$ cat config.mk
export PLATFORM = sky130hd
export DESIGN_NAME = priority_interrupt_controller_flat
export DESIGN_NICKNAME = d
export VERILOG_FILES = /design/src/hw/rtl/pic_pkg.sv /design/src/hw/rtl/pic_stream_if.sv /design/src/hw/rtl/priority_interrupt_controller.sv /design/src/flat_wrapper.sv
export SDC_FILE = /design/constraint.sdc
export NUM_CORES = 1
export LEC_CHECK = 0
export CAP_MARGIN = 20
export CORE_MARGIN = 1.5
export CORE_UTILIZATION = 45
export DETAILED_ROUTE_END_ITERATION = 10
export DONT_BUFFER_PORTS = 1
export GPL_TIMING_DRIVEN = 0
export HOLD_SLACK_MARGIN = 0.03
export SYNTH_ARGS = -nofsm -noshare
export SYNTH_HDL_FRONTEND = slang
export SYNTH_SLANG_ARGS = --single-unit
$ cat constraint.sdc
create_clock -name clk -period 7.4 [get_ports clk]
set_input_delay 0.37 -clock clk [delete_from_list [all_inputs] [get_ports clk]]
set_output_delay 0.37 -clock clk [all_outputs]
set_load 0.005 [all_outputs]
$ cat src/hw/rtl/pic_pkg.sv
// ----------------------------------------------------------------------------
// pic_pkg
// shared types and codes of the priority interrupt controller
// ----------------------------------------------------------------------------
package pic_pkg;

	localparam logic [1:0] MODE_WRITE   = 2'd0;
	localparam logic [1:0] MODE_READ    = 2'd1;
	localparam logic [1:0] MODE_LINE    = 2'd2;

	localparam logic       PORT_CMD     = 1'b0;
	localparam logic       PORT_DATA    = 1'b1;

	localparam logic [1:0] OCW3_READ_IRR = 2'd2;
	localparam logic [1:0] OCW3_READ_ISR = 2'd3;

	localparam logic [2:0] OCW2_ROT_CLEAR   = 3'd0;
	localparam logic [2:0] OCW2_NS_EOI      = 3'd1;
	localparam logic [2:0] OCW2_NOP         = 3'd2;
	localparam logic [2:0] OCW2_SP_EOI      = 3'd3;
	localparam logic [2:0] OCW2_ROT_INC     = 3'd4;
	localparam logic [2:0] OCW2_NS_EOI_ROT  = 3'd5;
	localparam logic [2:0] OCW2_SET_BASE    = 3'd6;
	localparam logic [2:0] OCW2_SP_EOI_ROT  = 3'd7;

	localparam logic [7:0] READ_IDLE    = 8'hff;
	localparam logic [7:0] MASK_RESET   = 8'hff;

	typedef struct packed {
		logic [1:0] mode;
		logic       address;
		logic [7:0] write_data;
		logic [2:0] irq_line;
	} pic_req_t;

	typedef struct packed {
		logic [7:0] read_data;
		logic       int_raise;
		logic [7:0] int_vector;
		logic [7:0] pending_bits;
	} pic_res_t;

endpackage

$ cat src/hw/rtl/pic_stream_if.sv
// ----------------------------------------------------------------------------
// pic_stream_if
// valid/ready channel carrying one payload word per request
// ----------------------------------------------------------------------------
interface pic_stream_if #(
	parameter type payload_t = logic
);
	logic     valid;
	logic     ready;
	payload_t payload;

	modport source (output valid, output payload, input ready);
	modport sink   (input valid, input payload, output ready);
endinterface

$ cat src/hw/rtl/priority_interrupt_controller.sv
// ----------------------------------------------------------------------------
// priority_interrupt_controller
// eight-line programmable interrupt controller in the 8259A style
// ----------------------------------------------------------------------------
// the request channel carries bus writes, bus reads and interrupt line
// requests; every accepted request yields exactly one item on the result
// channel with the read byte, the issued interrupt and the pending lines.
// a request is registered on acceptance and worked by one pass of logic
// (command decode, end-of-interrupt search and the ordered sweep of pending
// lines) into the result register, which drives the result channel.
// throughput is one request per cycle while the result channel is not
// stalled; the controller state is updated in that same pass, so each
// request sees the effect of the one before.
// a stalled result channel holds the result register; the input register
// still takes one more request, after which ready drops until the result
// is taken.
// reset leaves all lines masked, nothing in service or pending, no
// initialisation words expected and both channels empty.
// ----------------------------------------------------------------------------
module priority_interrupt_controller (
	input  logic         clk,
	input  logic         arst_n,
	pic_stream_if.sink   request,
	pic_stream_if.source result
);

	typedef struct packed {
		logic [7:0] svc;
		logic [7:0] req;
		logic       issue;
		logic [2:0] line;
	} offer_t;

	logic [7:0]         mask_q;
	logic [7:0]         service_q;
	logic [7:0]         pending_q;
	logic [2:0]         rot_base_q;
	logic               exp_icw2_q;
	logic               exp_icw3_q;
	logic               exp_icw4_q;
	logic               rb_armed_q;
	logic [7:0]         rb_latch_q;
	logic [4:0]         vec_base_q;

	logic               item_valid_s1;
	pic_pkg::pic_req_t  item_s1;
	logic               res_valid_s2;
	pic_pkg::pic_res_t  res_s2;

	logic               advance;

	logic [7:0]         mask_n;
	logic [7:0]         service_n;
	logic [7:0]         pending_n;
	logic [2:0]         rot_base_n;
	logic               exp_icw2_n;
	logic               exp_icw3_n;
	logic               exp_icw4_n;
	logic               rb_armed_n;
	logic [7:0]         rb_latch_n;
	logic [4:0]         vec_base_n;
	logic [7:0]         read_n;
	logic [7:0]         elig;
	logic [15:0]        svc_twice;
	logic [7:0]         svc_rot;
	logic               eoi_found;
	logic [2:0]         eoi_ofs;
	logic [2:0]         eoi_line;
	logic [2:0]         ocw_n;
	logic               not_init;
	offer_t             offer;
	pic_pkg::pic_res_t  res_n;

	// ordered offer of eligible lines, lowest first
	function automatic offer_t offer_lines(logic [7:0] el, logic [7:0] svc, logic [7:0] rq);
		offer_t r;
		logic   lower;
		r.svc = svc;
		r.req = rq;
		r.issue = 1'b0;
		r.line = 3'd0;
		lower = 1'b0;
		for (int k = 0; k < 8; k++) begin
			if (el[k]) begin
				if (r.svc[k]) begin
					r.svc[k] = 1'b0;
					r.req[k] = 1'b1;
				end else if (!lower) begin
					r.req[k] = 1'b0;
					r.svc[k] = 1'b1;
					r.issue = 1'b1;
					r.line = 3'(k);
				end else begin
					r.req[k] = 1'b1;
				end
			end
			lower = lower | r.svc[k];
		end
		return r;
	endfunction

	assign advance       = item_valid_s1 && (!res_valid_s2 || result.ready);
	assign request.ready = !item_valid_s1 || advance;
	assign result.valid  = res_valid_s2;
	assign result.payload = res_s2;

	// rotated in-service search for non-specific eoi
	assign svc_twice = {service_q, service_q} >> rot_base_q;
	assign svc_rot   = svc_twice[7:0];
	assign ocw_n     = item_s1.write_data[2:0];

	always_comb begin
		eoi_found = 1'b0;
		eoi_ofs   = 3'd0;
		for (int k = 7; k >= 0; k--) begin
			if (svc_rot[k]) begin
				eoi_found = 1'b1;
				eoi_ofs   = 3'(k);
			end
		end
	end

	assign eoi_line = eoi_ofs + rot_base_q;

	always_comb begin
		mask_n     = mask_q;
		service_n  = service_q;
		pending_n  = pending_q;
		rot_base_n = rot_base_q;
		exp_icw2_n = exp_icw2_q;
		exp_icw3_n = exp_icw3_q;
		exp_icw4_n = exp_icw4_q;
		rb_armed_n = rb_armed_q;
		rb_latch_n = rb_latch_q;
		vec_base_n = vec_base_q;
		read_n     = pic_pkg::READ_IDLE;
		elig       = 8'd0;
		not_init   = 1'b0;

		case (item_s1.mode)
			pic_pkg::MODE_WRITE: begin
				if (item_s1.address == pic_pkg::PORT_CMD) begin
					if (item_s1.write_data[4]) begin
						exp_icw2_n = 1'b1;
						exp_icw3_n = !item_s1.write_data[1];
						exp_icw4_n = item_s1.write_data[0];
					end else if (item_s1.write_data[3]) begin
						if (item_s1.write_data[1:0] == pic_pkg::OCW3_READ_IRR) begin
							rb_armed_n = 1'b1;
							rb_latch_n = pending_q;
						end else if (item_s1.write_data[1:0] == pic_pkg::OCW3_READ_ISR) begin
							rb_armed_n = 1'b1;
							rb_latch_n = service_q & ~mask_q;
						end
					end else begin
						case (item_s1.write_data[7:5])
							pic_pkg::OCW2_ROT_CLEAR: rot_base_n = 3'd0;
							pic_pkg::OCW2_NS_EOI, pic_pkg::OCW2_NS_EOI_ROT: begin
								if (eoi_found) begin
									service_n[eoi_line] = 1'b0;
									pending_n[eoi_line] = 1'b0;
									if (item_s1.write_data[7:5] == pic_pkg::OCW2_NS_EOI_ROT)
										rot_base_n = rot_base_q + 3'd1;
								end
							end
							pic_pkg::OCW2_NOP: ;
							pic_pkg::OCW2_SP_EOI, pic_pkg::OCW2_SP_EOI_ROT: begin
								if (service_q[ocw_n]) begin
									service_n[ocw_n] = 1'b0;
									pending_n[ocw_n] = 1'b0;
									if (item_s1.write_data[7:5] == pic_pkg::OCW2_SP_EOI_ROT)
										rot_base_n = rot_base_q + 3'd1;
								end
							end
							pic_pkg::OCW2_ROT_INC:  rot_base_n = rot_base_q + 3'd1;
							pic_pkg::OCW2_SET_BASE: rot_base_n = ocw_n;
							default: ;
						endcase
					end
				end else begin
					if (exp_icw2_q) begin
						vec_base_n = item_s1.write_data[7:3];
						exp_icw2_n = 1'b0;
					end else if (exp_icw3_q) begin
						exp_icw3_n = 1'b0;
					end else if (exp_icw4_q) begin
						exp_icw4_n = 1'b0;
					end else begin
						mask_n    = item_s1.write_data;
						service_n = service_q & item_s1.write_data;
						pending_n = pending_q & item_s1.write_data;
					end
				end
				not_init = exp_icw2_n | exp_icw3_n | exp_icw4_n;
				elig = pending_n & ~mask_n & {8{!not_init}};
			end
			pic_pkg::MODE_READ: begin
				if (item_s1.address == pic_pkg::PORT_DATA) begin
					read_n = mask_q;
				end else if (rb_armed_q) begin
					rb_armed_n = 1'b0;
					read_n     = rb_latch_q;
				end
			end
			pic_pkg::MODE_LINE: begin
				not_init = exp_icw2_q | exp_icw3_q | exp_icw4_q;
				elig = (8'd1 << item_s1.irq_line) & ~mask_q & {8{!not_init}};
			end
			default: ;
		endcase

		offer = offer_lines(elig, service_n, pending_n);

		res_n.read_data    = read_n;
		res_n.int_raise    = offer.issue;
		res_n.int_vector   = offer.issue ? {vec_base_n, offer.line} : 8'd0;
		res_n.pending_bits = offer.req;
	end

	always_ff @(posedge clk or negedge arst_n) begin
		if (!arst_n) begin
			mask_q        <= pic_pkg::MASK_RESET;
			service_q     <= 8'd0;
			pending_q     <= 8'd0;
			rot_base_q    <= 3'd0;
			exp_icw2_q    <= 1'b0;
			exp_icw3_q    <= 1'b0;
			exp_icw4_q    <= 1'b0;
			rb_armed_q    <= 1'b0;
			rb_latch_q    <= 8'd0;
			vec_base_q    <= 5'd0;
			item_valid_s1 <= 1'b0;
			res_valid_s2  <= 1'b0;
		end else begin
			if (request.valid && request.ready) begin
				item_valid_s1 <= 1'b1;
			end else if (advance) begin
				item_valid_s1 <= 1'b0;
			end
			if (advance) begin
				res_valid_s2 <= 1'b1;
				mask_q       <= mask_n;
				service_q    <= offer.svc;
				pending_q    <= offer.req;
				rot_base_q   <= rot_base_n;
				exp_icw2_q   <= exp_icw2_n;
				exp_icw3_q   <= exp_icw3_n;
				exp_icw4_q   <= exp_icw4_n;
				rb_armed_q   <= rb_armed_n;
				rb_latch_q   <= rb_latch_n;
				vec_base_q   <= vec_base_n;
			end else if (result.ready) begin
				res_valid_s2 <= 1'b0;
			end
		end
	end

	always_ff @(posedge clk) begin
		if (request.valid && request.ready)
			item_s1 <= request.payload;
		if (advance)
			res_s2 <= res_n;
	end

	// issued line is in service and no longer pending
	a_issue_in_service: assert property (@(posedge clk) disable iff (!arst_n)
		(advance && offer.issue) |=>
			(service_q[$past(offer.line)] && !pending_q[$past(offer.line)]))
		else $error("issued line not moved into service");

	// nothing is issued before initialisation completes
	a_issue_init: assert property (@(posedge clk) disable iff (!arst_n)
		(advance && offer.issue) |=> (!exp_icw2_q && !exp_icw3_q && !exp_icw4_q))
		else $error("interrupt issued while initialisation words expected");

	// a vector is only shown with an interrupt
	a_vector_idle: assert property (@(posedge clk) disable iff (!arst_n)
		(res_valid_s2 && !res_s2.int_raise) |-> (res_s2.int_vector == 8'd0))
		else $error("vector without interrupt");

	// stalled input stage holds its request
	a_hold_s1: assert property (@(posedge clk) disable iff (!arst_n)
		(item_valid_s1 && !advance) |=> (item_valid_s1 && $stable(item_s1)))
		else $error("input stage lost a stalled request");

	// result pending bits follow the state written in the same pass
	a_pending_match: assert property (@(posedge clk) disable iff (!arst_n)
		advance |=> (res_s2.pending_bits == pending_q))
		else $error("pending bits out of step with request register");

endmodule

$ cat src/flat_wrapper.sv
// flat-port wrapper written by rule: the top's interface ports become plain ports
module priority_interrupt_controller_flat 
  (clk, arst_n, request_valid, request_payload, request_ready, result_valid, result_payload, result_ready);
  pic_stream_if #(.payload_t(pic_pkg::pic_req_t)) request_i ();
  pic_stream_if #(.payload_t(pic_pkg::pic_res_t)) result_i ();
  input  logic clk;
  input  logic arst_n;
  input wire logic [$bits(request_i.valid)-1:0] request_valid;
  input wire logic [$bits(request_i.payload)-1:0] request_payload;
  output wire logic [$bits(request_i.ready)-1:0] request_ready;
  output wire logic [$bits(result_i.valid)-1:0] result_valid;
  output wire logic [$bits(result_i.payload)-1:0] result_payload;
  input wire logic [$bits(result_i.ready)-1:0] result_ready;
  assign request_i.valid = request_valid;
  assign request_i.payload = request_payload;
  assign request_ready = request_i.ready;
  assign result_valid = result_i.valid;
  assign result_payload = result_i.payload;
  assign result_i.ready = result_ready;
  priority_interrupt_controller u_core (.clk(clk), .arst_n(arst_n), .request(request_i), .result(result_i));
endmodule
==> results of run 1 <==
## layout by cell type (no fill, tap or decap), drive strengths merged, types with 8 or more instances in the layout
| cell type | Yosys | routed |
|---|---|---|
| nand2 | 75 | 75 |
| o21ai | 50 | 50 |
| nor2 | 48 | 48 |
| a21oi | 48 | 48 |
| clkbuf | 33 | 42 |
| edfxtp | 39 | 39 |
| dfrtp | 38 | 38 |
| nor3 | 37 | 37 |
| inv | 20 | 24 |
| a31oi | 21 | 21 |
| nor3b | 18 | 18 |
| nor4 | 17 | 17 |
| mux2i | 14 | 14 |
| mux2 | 14 | 14 |
| nand3 | 13 | 13 |
| o22ai | 12 | 12 |
| buf | 11 | 12 |
| nor2b | 10 | 10 |
| o211ai | 10 | 10 |
| nand2b | 9 | 9 |
| mux4 | 9 | 9 |
| dfstp | 8 | 8 |
## state kept, by name, indices dropped and copies added (netlist names)
register	count
u_core.result.valid	1
u_core.mask_q	8
u_core.item_s1	14
u_core.result.payload	25
u_core.pending_q	8
u_core.service_q	8
u_core.exp_icw4_q	1
u_core.rb_armed_q	1
u_core.rb_latch_q	8
u_core.item_valid_s1	1
u_core.exp_icw3_q	1
u_core.exp_icw2_q	1
u_core.vec_base_q	5
u_core.rot_base_q	3
## power by group through the flow
stage	logic, mW	clock network, mW	registers, mW
CTS	1.13	0.493	0.714
finish	1.15	0.489	0.716
global placement	1.10	0	0.721
global route	1.24	0.517	0.724
detailed placement	1.11	0	0.722
floorplan	0.840	0	0.675
## worst max-delay path by stage
stage               slack (ns)                        to
finish                    0.80  u_core.result.payload[5]
floorplan                 1.92  u_core.result.payload[5]
detailed placement        0.99  u_core.result.payload[5]
global placement          1.10  u_core.result.payload[5]
CTS                       0.95  u_core.result.payload[5]
global route              0.42  u_core.result.payload[5]
## through the flow
stage                     std cells  power [mW]  utilization [%]  setup slack [ns]  hold slack (ns)
after floorplan                 661        1.51                -              1.92           0.0744
after global placement          837        1.82             47.7              1.10           0.0762
after detailed placement        837        1.84             47.7             0.986           0.0757
after CTS                       855        2.34             50.4             0.946            0.101
after global routing            855        2.49             50.4             0.417           0.0925
final                           855        2.36             50.4             0.797            0.104
## metal layers
| metal | wire (um) | vias up |
|---|---|---|
| met2 | 9620 | 242 |
| met1 | 9420 | 2744 |
| met3 | 1480 | 47 |
| met4 | 831 | 0 |
| li1 | - | 2523 |
| met5 | 0 | - |
## final cells by class
class                      count  area (sq um)  area share, %
clock inverter                 7          87.6           1.32
clock buffer                   9           225           3.39
buffer                        45           283           4.26
sequential                    85          2330           35.1
tap                          176           220           3.31
inverter                      20          75.1           1.13
multi-input combinational    511          3380           50.9
timing repair buffer           2          37.5          0.565
## kinds of logic after synthesis
family	share of synthesized area [%]
simple gates	22.7
flops	38.4
mux	8.36
xor+xnor	1.13
buf+inv	5.87
fa+ha+maj	1.15
compound gates	22.4
## repair_timing
item,4_1_cts,5_1_grt
endpoints found under the setup margin,0,0
hold buffers,2,0
endpoints found under the hold margin,46,0
## worst reg2reg max path, cell delays in order, from the launching register on
cell	delay [ns]
dfrtp_1	0.44
clkbuf_1	0.38
mux4_2	0.60
o311ai_0	0.52
a21oi_1	0.12
or3_1	0.33
o31ai_1	0.11
ha_1	0.20
inv_1	0.05
fa_1	0.43
xnor2_1	0.17
clkbuf_8	0.20
xnor2_1	0.37
a22o_1	0.27
a21oi_1	0.12
a31oi_1	0.46
ha_1	0.31
inv_1	0.06
a211o_2	0.32
a21oi_4	0.30
buf_6	0.19
nand3_1	0.16
and2_2	0.25
==> run summary, run 1 <==
## Setup path
- **Setup crit start** u_core.service_q[4]
- **start-to-end type of the worst setup path** flip-flop to flip-flop
- **setup slack of the worst register-to-register path** 0.80 ns
- **top fanout value on the critical path** 10
- **Critical Path, Cell by Cell** clkbuf_1 -> mux4_2 -> o311ai_0 -> a21oi_1 -> or3_1 -> o31ai_1 -> ha_1 -> inv_1 -> fa_1 -> xnor2_1 -> clkbuf_8 -> xnor2_1 -> a22o_1 -> a21oi_1 -> a31oi_1 -> ha_1 -> inv_1 -> a211o_2 -> a21oi_4 -> buf_6 -> nand3_1 -> and2_2
- **combined buffer and inverter count along the critical path** 5
- **worst reg2reg path startpoint** u_core.service_q[4]
- **Levels on crit path** 22
- **Critical-path top delay cell** mux4_2
- **gate family responsible for the most delay along the worst path** compound AO/OA/AOI/OAI gates
- **WP data required** 7.52 ns
- **crit-path max cell delay** 0.60 ns
- **Crit. End Element** flip-flop
- **data arrival at the endpoint of the critical path** 6.72 ns
- **startpoint type of the worst setup path** flip-flop
- **number of cells on the worst reg-to-reg path** 22
- **worst flop-to-flop path endpoint** u_core.result.payload[5]

## Die
- **Starting Density** 46.0%
- **CORE AREA** 13200 sq um
- **DIE HEIGHT** 119 um
- **number of top-level pins** 45
- **overall die area** 14200 sq um
- **number of placement rows** 42
- **chip width** 119 um

## Global routing
- **GRT busiest layer** met2
- **met1 routing resource usage after global routing** 42.1%
- **met2 usage** 47.4%
- **met3 usage** 7.47%
- **global-route wire length before repair** 32900 um
- **number of antenna violations at the first check in global routing** 0
- **remaining global-route overflow** 0
- **combined global-route utilization of all metal layers** 31.3%
- **pin count of the biggest net entering global routing** 47
- **via count of the first global-routing pass** 5423

## Logic synthesis
- **area leader, netlist** edfxtp_1
- **top-count cell post-synth** nand2_1
- **top cells by area in the synthesized netlist** edfxtp_1 (19%), dfrtp_1 (16%), nand2_1 (4.6%), o21ai_0 (4.0%), a21oi_1 (3.6%)
- **Gate Count Post-Synth** 661
- **nets in the synthesized netlist** 684
- **number of distinct standard cells referenced by the synthesized netlist** 94
- **flip-flop and latch count after synthesis** 85
- **post-synthesis sequential area ratio** 38.4%
- **Post-synth top flop** edfxtp_1
- **total of warnings raised by yosys** 0
- **count of flip-flops with a built-in enable after synthesis** 39
- **asr flop ratio synth** 54.1%
- **total standard cell area after synthesis** 6070 sq um
- **Yosys top cell area share** 19.3%
- **average footprint of a synthesized cell** 9.19 sq um
- **most numerous cell types in the synthesized netlist** nand2_1 (75), o21ai_0 (49), nor2_1 (48)

## Place
- **detailed placement HPWL** 15700 um
- **final estimated routing congestion in global placement** 1.02
- **standard cell area after detailed placement** 6290 sq um
- **total of buffers placed on input and output ports** 0

## Worst hold path
- **endpoint with the worst hold slack** u_core.item_s1[9]
- **Worst Hold Depth** 0
- **Hold Path Origin** request_payload[9]
- **worst hold path class** input pin to flip-flop

## STA
- **worst-case headroom to the max-slew limit** 25.4%
- **count of pins over their slew limit** 0
- **part of the cycle the worst path needs** 89.2%
- **summed negative setup slack over all endpoints** 0 ns
- **final setup violation count** 0
- **slew at the pin closest to its max-slew limit** 1.12 ns
- **unrepaired setup endpoints after global routing** false
- **Final Skew** 0.00581 ns
- **number of endpoints with negative hold slack in the final report** 0
- **Tmin final** 6.60 ns
- **highest achievable clock rate** 151 MHz

## CTS
- **clock latency at the later pin of the worst-skew pair** 0.36 ns
- **maximum number of buffers from clock root to sink** 2
- **post-CTS setup-driven buffer insertion count** 0
- **number of levels the H-tree was split into** 3
- **clock root buffer** clkbuf_16
- **clock buffer count from CTS** 9
- **number of gates given a new drive strength after cts** 0
- **TritonCTS sink count** 85
- **clock transition time at the flip-flop clock pins of the worst setup and hold paths** 0.07 ns
- **clock tree from TritonCTS** done

## Power and ir drop
- **Static Leak** 2.40 nW
- **Clock power frac** 20.7%
- **worst-case vdd ir drop** 149 uV
- **Sw Pwr** 1.05 mW
- **Internal Power** 1.31 mW
- **switch share** 44.6%
- **power density normalized to cell area** 355 nW/um^2
- **sequential share of power** 30.4%
- **portion of total power attributed to combinational logic** 48.9%

## Drt
- **First-pass DRT Iterations** 5
- **average vias per placed instance** 6.50
- **detailed-route via count** 5556
- **routed wirelength normalized by instance count** 25.0 um
- **DRC violation count after routing** 0
- **Iter 0 DRT Violations** 534
- **Routed Wire Length** 21400 um
- **post-route ant nets** 0

## Finish
- **number of diodes added for antenna fixing** 0
- **FILL cells** 1250
- **cell area after layout** 6650 sq um
- **Total Nets Final** 697
- **area growth from synthesis to final layout** 9.41%
- **layout cells sized above 1** 14.7%

## Outcome
- **status** completed

## Flow run
- **max capacitance violation total** 0

Note: power is estimated with default switching activity, not from simulation.
==> run 2, diff against run 1 <==
GPL_ROUTABILITY_DRIVEN = 0   (was not set)
REMOVE_ABC_BUFFERS = 1   (was not set)
==> run 2 against run 1 <==
Compared with the run above:
- die area did not move
- fmax fell by 2.2%
- cell area fell by 4.3%
- worst hold slack improved by 0.015 ns
- via count fell by 2.9%
- largest power group unchanged
- flip-flop and latch count did not move
- utilization fell by 2.1 points
- sequential power rose by 14%
- largest cell class unchanged
==> run summary, run 2 (same netlist as run 1, synthesis figures left out) <==
## Drt
- **routed wirelength normalized by instance count** 21.7 um
- **Routed Wire Length** 17600 um
- **post-route ant nets** 0
- **detailed-route via count** 5396
- **average vias per placed instance** 6.66
- **First-pass DRT Iterations** 6
- **DRC violation count after routing** 0
- **Iter 0 DRT Violations** 632

## Setup path
- **Levels on crit path** 22
- **Critical-path top delay cell** dfrtp_1
- **data arrival at the endpoint of the critical path** 6.93 ns
- **top fanout value on the critical path** 20
- **number of cells on the worst reg-to-reg path** 22
- **Crit. End Element** flip-flop
- **Critical Path, Cell by Cell** mux4_2 -> nor2_1 -> o21a_1 -> o32ai_1 -> o311ai_0 -> a21oi_1 -> or3_1 -> o31ai_1 -> ha_1 -> inv_1 -> fa_1 -> xnor2_2 -> xnor2_1 -> a22o_1 -> a21oi_1 -> a31oi_1 -> ha_1 -> inv_1 -> a211o_2 -> a21oi_4 -> o311ai_4 -> a32oi_1
- **crit-path max cell delay** 0.84 ns
- **gate family responsible for the most delay along the worst path** compound AO/OA/AOI/OAI gates
- **start-to-end type of the worst setup path** flip-flop to flip-flop
- **WP data required** 7.58 ns
- **startpoint type of the worst setup path** flip-flop
- **combined buffer and inverter count along the critical path** 2

## Power and ir drop
- **worst-case vdd ir drop** 140 uV
- **Static Leak** 2.28 nW
- **power density normalized to cell area** 348 nW/um^2

## Die
- **CORE AREA** 13200 sq um
- **Starting Density** 46.0%
- **chip width** 119 um
- **number of placement rows** 42
- **overall die area** 14200 sq um
- **DIE HEIGHT** 119 um
- **number of top-level pins** 45

## STA
- **Tmin final** 6.75 ns
- **count of pins over their slew limit** 0
- **number of endpoints with negative hold slack in the final report** 0
- **part of the cycle the worst path needs** 91.2%
- **unrepaired setup endpoints after global routing** false
- **Hold WS** 0.119 ns
- **slew at the pin closest to its max-slew limit** 1.08 ns
- **Final Skew** 0.0105 ns
- **highest achievable clock rate** 148 MHz
- **worst-case headroom to the max-slew limit** 27.6%
- **summed negative setup slack over all endpoints** 0 ns
- **final setup violation count** 0

## Finish
- **most frequent standard cell in the layout excluding fill and tap cells** nand2_1
- **top library cells by usage in the layout, fill and taps aside** nand2_1 (75), o21ai_0 (49), nor2_1 (48), a21oi_1 (44), edfxtp_1 (39)
- **max reg flops** 25
- **FILL cells** 1257
- **Total Nets Final** 652
- **layout cells sized above 1** 13.7%
- **Storage cell area** 2330 sq um
- **area growth from synthesis to final layout** 4.76%
- **area taken by multi-input logic gates** 3390 sq um
- **number of diodes added for antenna fixing** 0

## CTS
- **clock root buffer** clkbuf_16
- **TritonCTS sink count** 85
- **clock transition time at the flip-flop clock pins of the worst setup and hold paths** 0.07 ns
- **maximum number of buffers from clock root to sink** 2
- **number of levels the H-tree was split into** 3
- **clock buffer count from CTS** 9
- **clock tree from TritonCTS** done
- **clock latency at the later pin of the worst-skew pair** 0.34 ns
- **post-CTS setup-driven buffer insertion count** 0

## Global routing
- **number of antenna violations at the first check in global routing** 0
- **pin count of the biggest net entering global routing** 47
- **remaining global-route overflow** 0
- **combined global-route utilization of all metal layers** 25.3%
- **global-route wire length before repair** 28000 um
- **via count of the first global-routing pass** 5225

## Place
- **detailed placement HPWL** 12200 um
- **total of buffers placed on input and output ports** 0

## Flow run
- **max capacitance violation total** 0

## Outcome
- **status** completed

## Worst hold path
- **worst hold path class** input pin to flip-flop
- **Worst Hold Depth** 0

run 2: cell count changes in the layout (fill, tap and decap cells not counted), moves of 2 or more:
cell	change
clkbuf_2	-2
buf_2	-3
clkbuf_8	-6
buf_1	-5
inv_8	-2
clkbuf_1	-25
buf_6	-2
run 2: timing repair:
action	in CTS	in global routing
hold buffers	2	0
endpoints found under the hold margin	46	0
endpoints found under the setup margin	0	25
resized for setup	0	1
run 2: worst paths after layout:
| check | start | to | slack (ns) |
|---|---|---|---|
| max | u_core.rot_base_q[0] | u_core.result.payload[8] | 0.65 |
| min in group asynchronous | arst_n | u_core.service_q[1] | 0.57 |
| max in group asynchronous | arst_n | u_core.mask_q[7] | 6.55 |
| min reg2reg | u_core.rb_latch_q[6] | u_core.rb_latch_q[6] | 0.48 |
| max reg2reg | u_core.rot_base_q[0] | u_core.result.payload[8] | 0.65 |
| min | request_payload[5] | u_core.item_s1[5] | 0.12 |
run 2: where the power goes:
group	internal (mW)	leakage (nW)	switching, mW	total (mW)
logic	0.375	1.21	0.555	0.930
clock network	0.266	0.148	0.201	0.467
registers	0.606	0.915	0.209	0.815
run 2: final cells by class:
type                            count  share of cell area (%)
Timing Repair Buffer                2                   0.590
Clock inverter                      7                    1.26
Clock buffer                        9                    3.54
Inverter                           20                    1.18
Tap cell                          176                    3.46
Sequential cell                    85                    36.7
Multi-Input combinational cell    511                    53.3
run 2: metrics by stage:
step                      setup slack [ns]  cells  area, sq um  util (%)  total power [mW]
after floorplan                       1.48    616         5790         -              1.45
after global placement               0.600    792         6010      45.6              1.68
after detailed placement             0.400    792         6010      45.6              1.71
after CTS                            0.357    810         6350      48.2              2.19
after global routing                0.0479    810         6360      48.2              2.34
final                                0.648    810         6360      48.2              2.21
run 2: routing by layer:
layer | GRT usage (%) | up-vias | part of all wire [%]
met5 | 0 | - | 0
met2 | 40.1 | 278 | 47
met4 | 12.7 | 0 | 3.9
met1 | 33.7 | 2625 | 42
met3 | 3.93 | 59 | 7.2
li1 | - | 2434 | -
run 2: worst register-to-register path, delay by kind of cell, from the launching register on:
| family | cells | cell delay, ns |
|---|---|---|
| fa+ha+maj | 3 | 1.09 |
| xor+xnor | 2 | 0.76 |
| simple gates | 2 | 0.47 |
| buf+inv | 2 | 0.10 |
| mux | 1 | 0.62 |
| flops | 1 | 0.84 |
| compound gates | 12 | 2.70 |
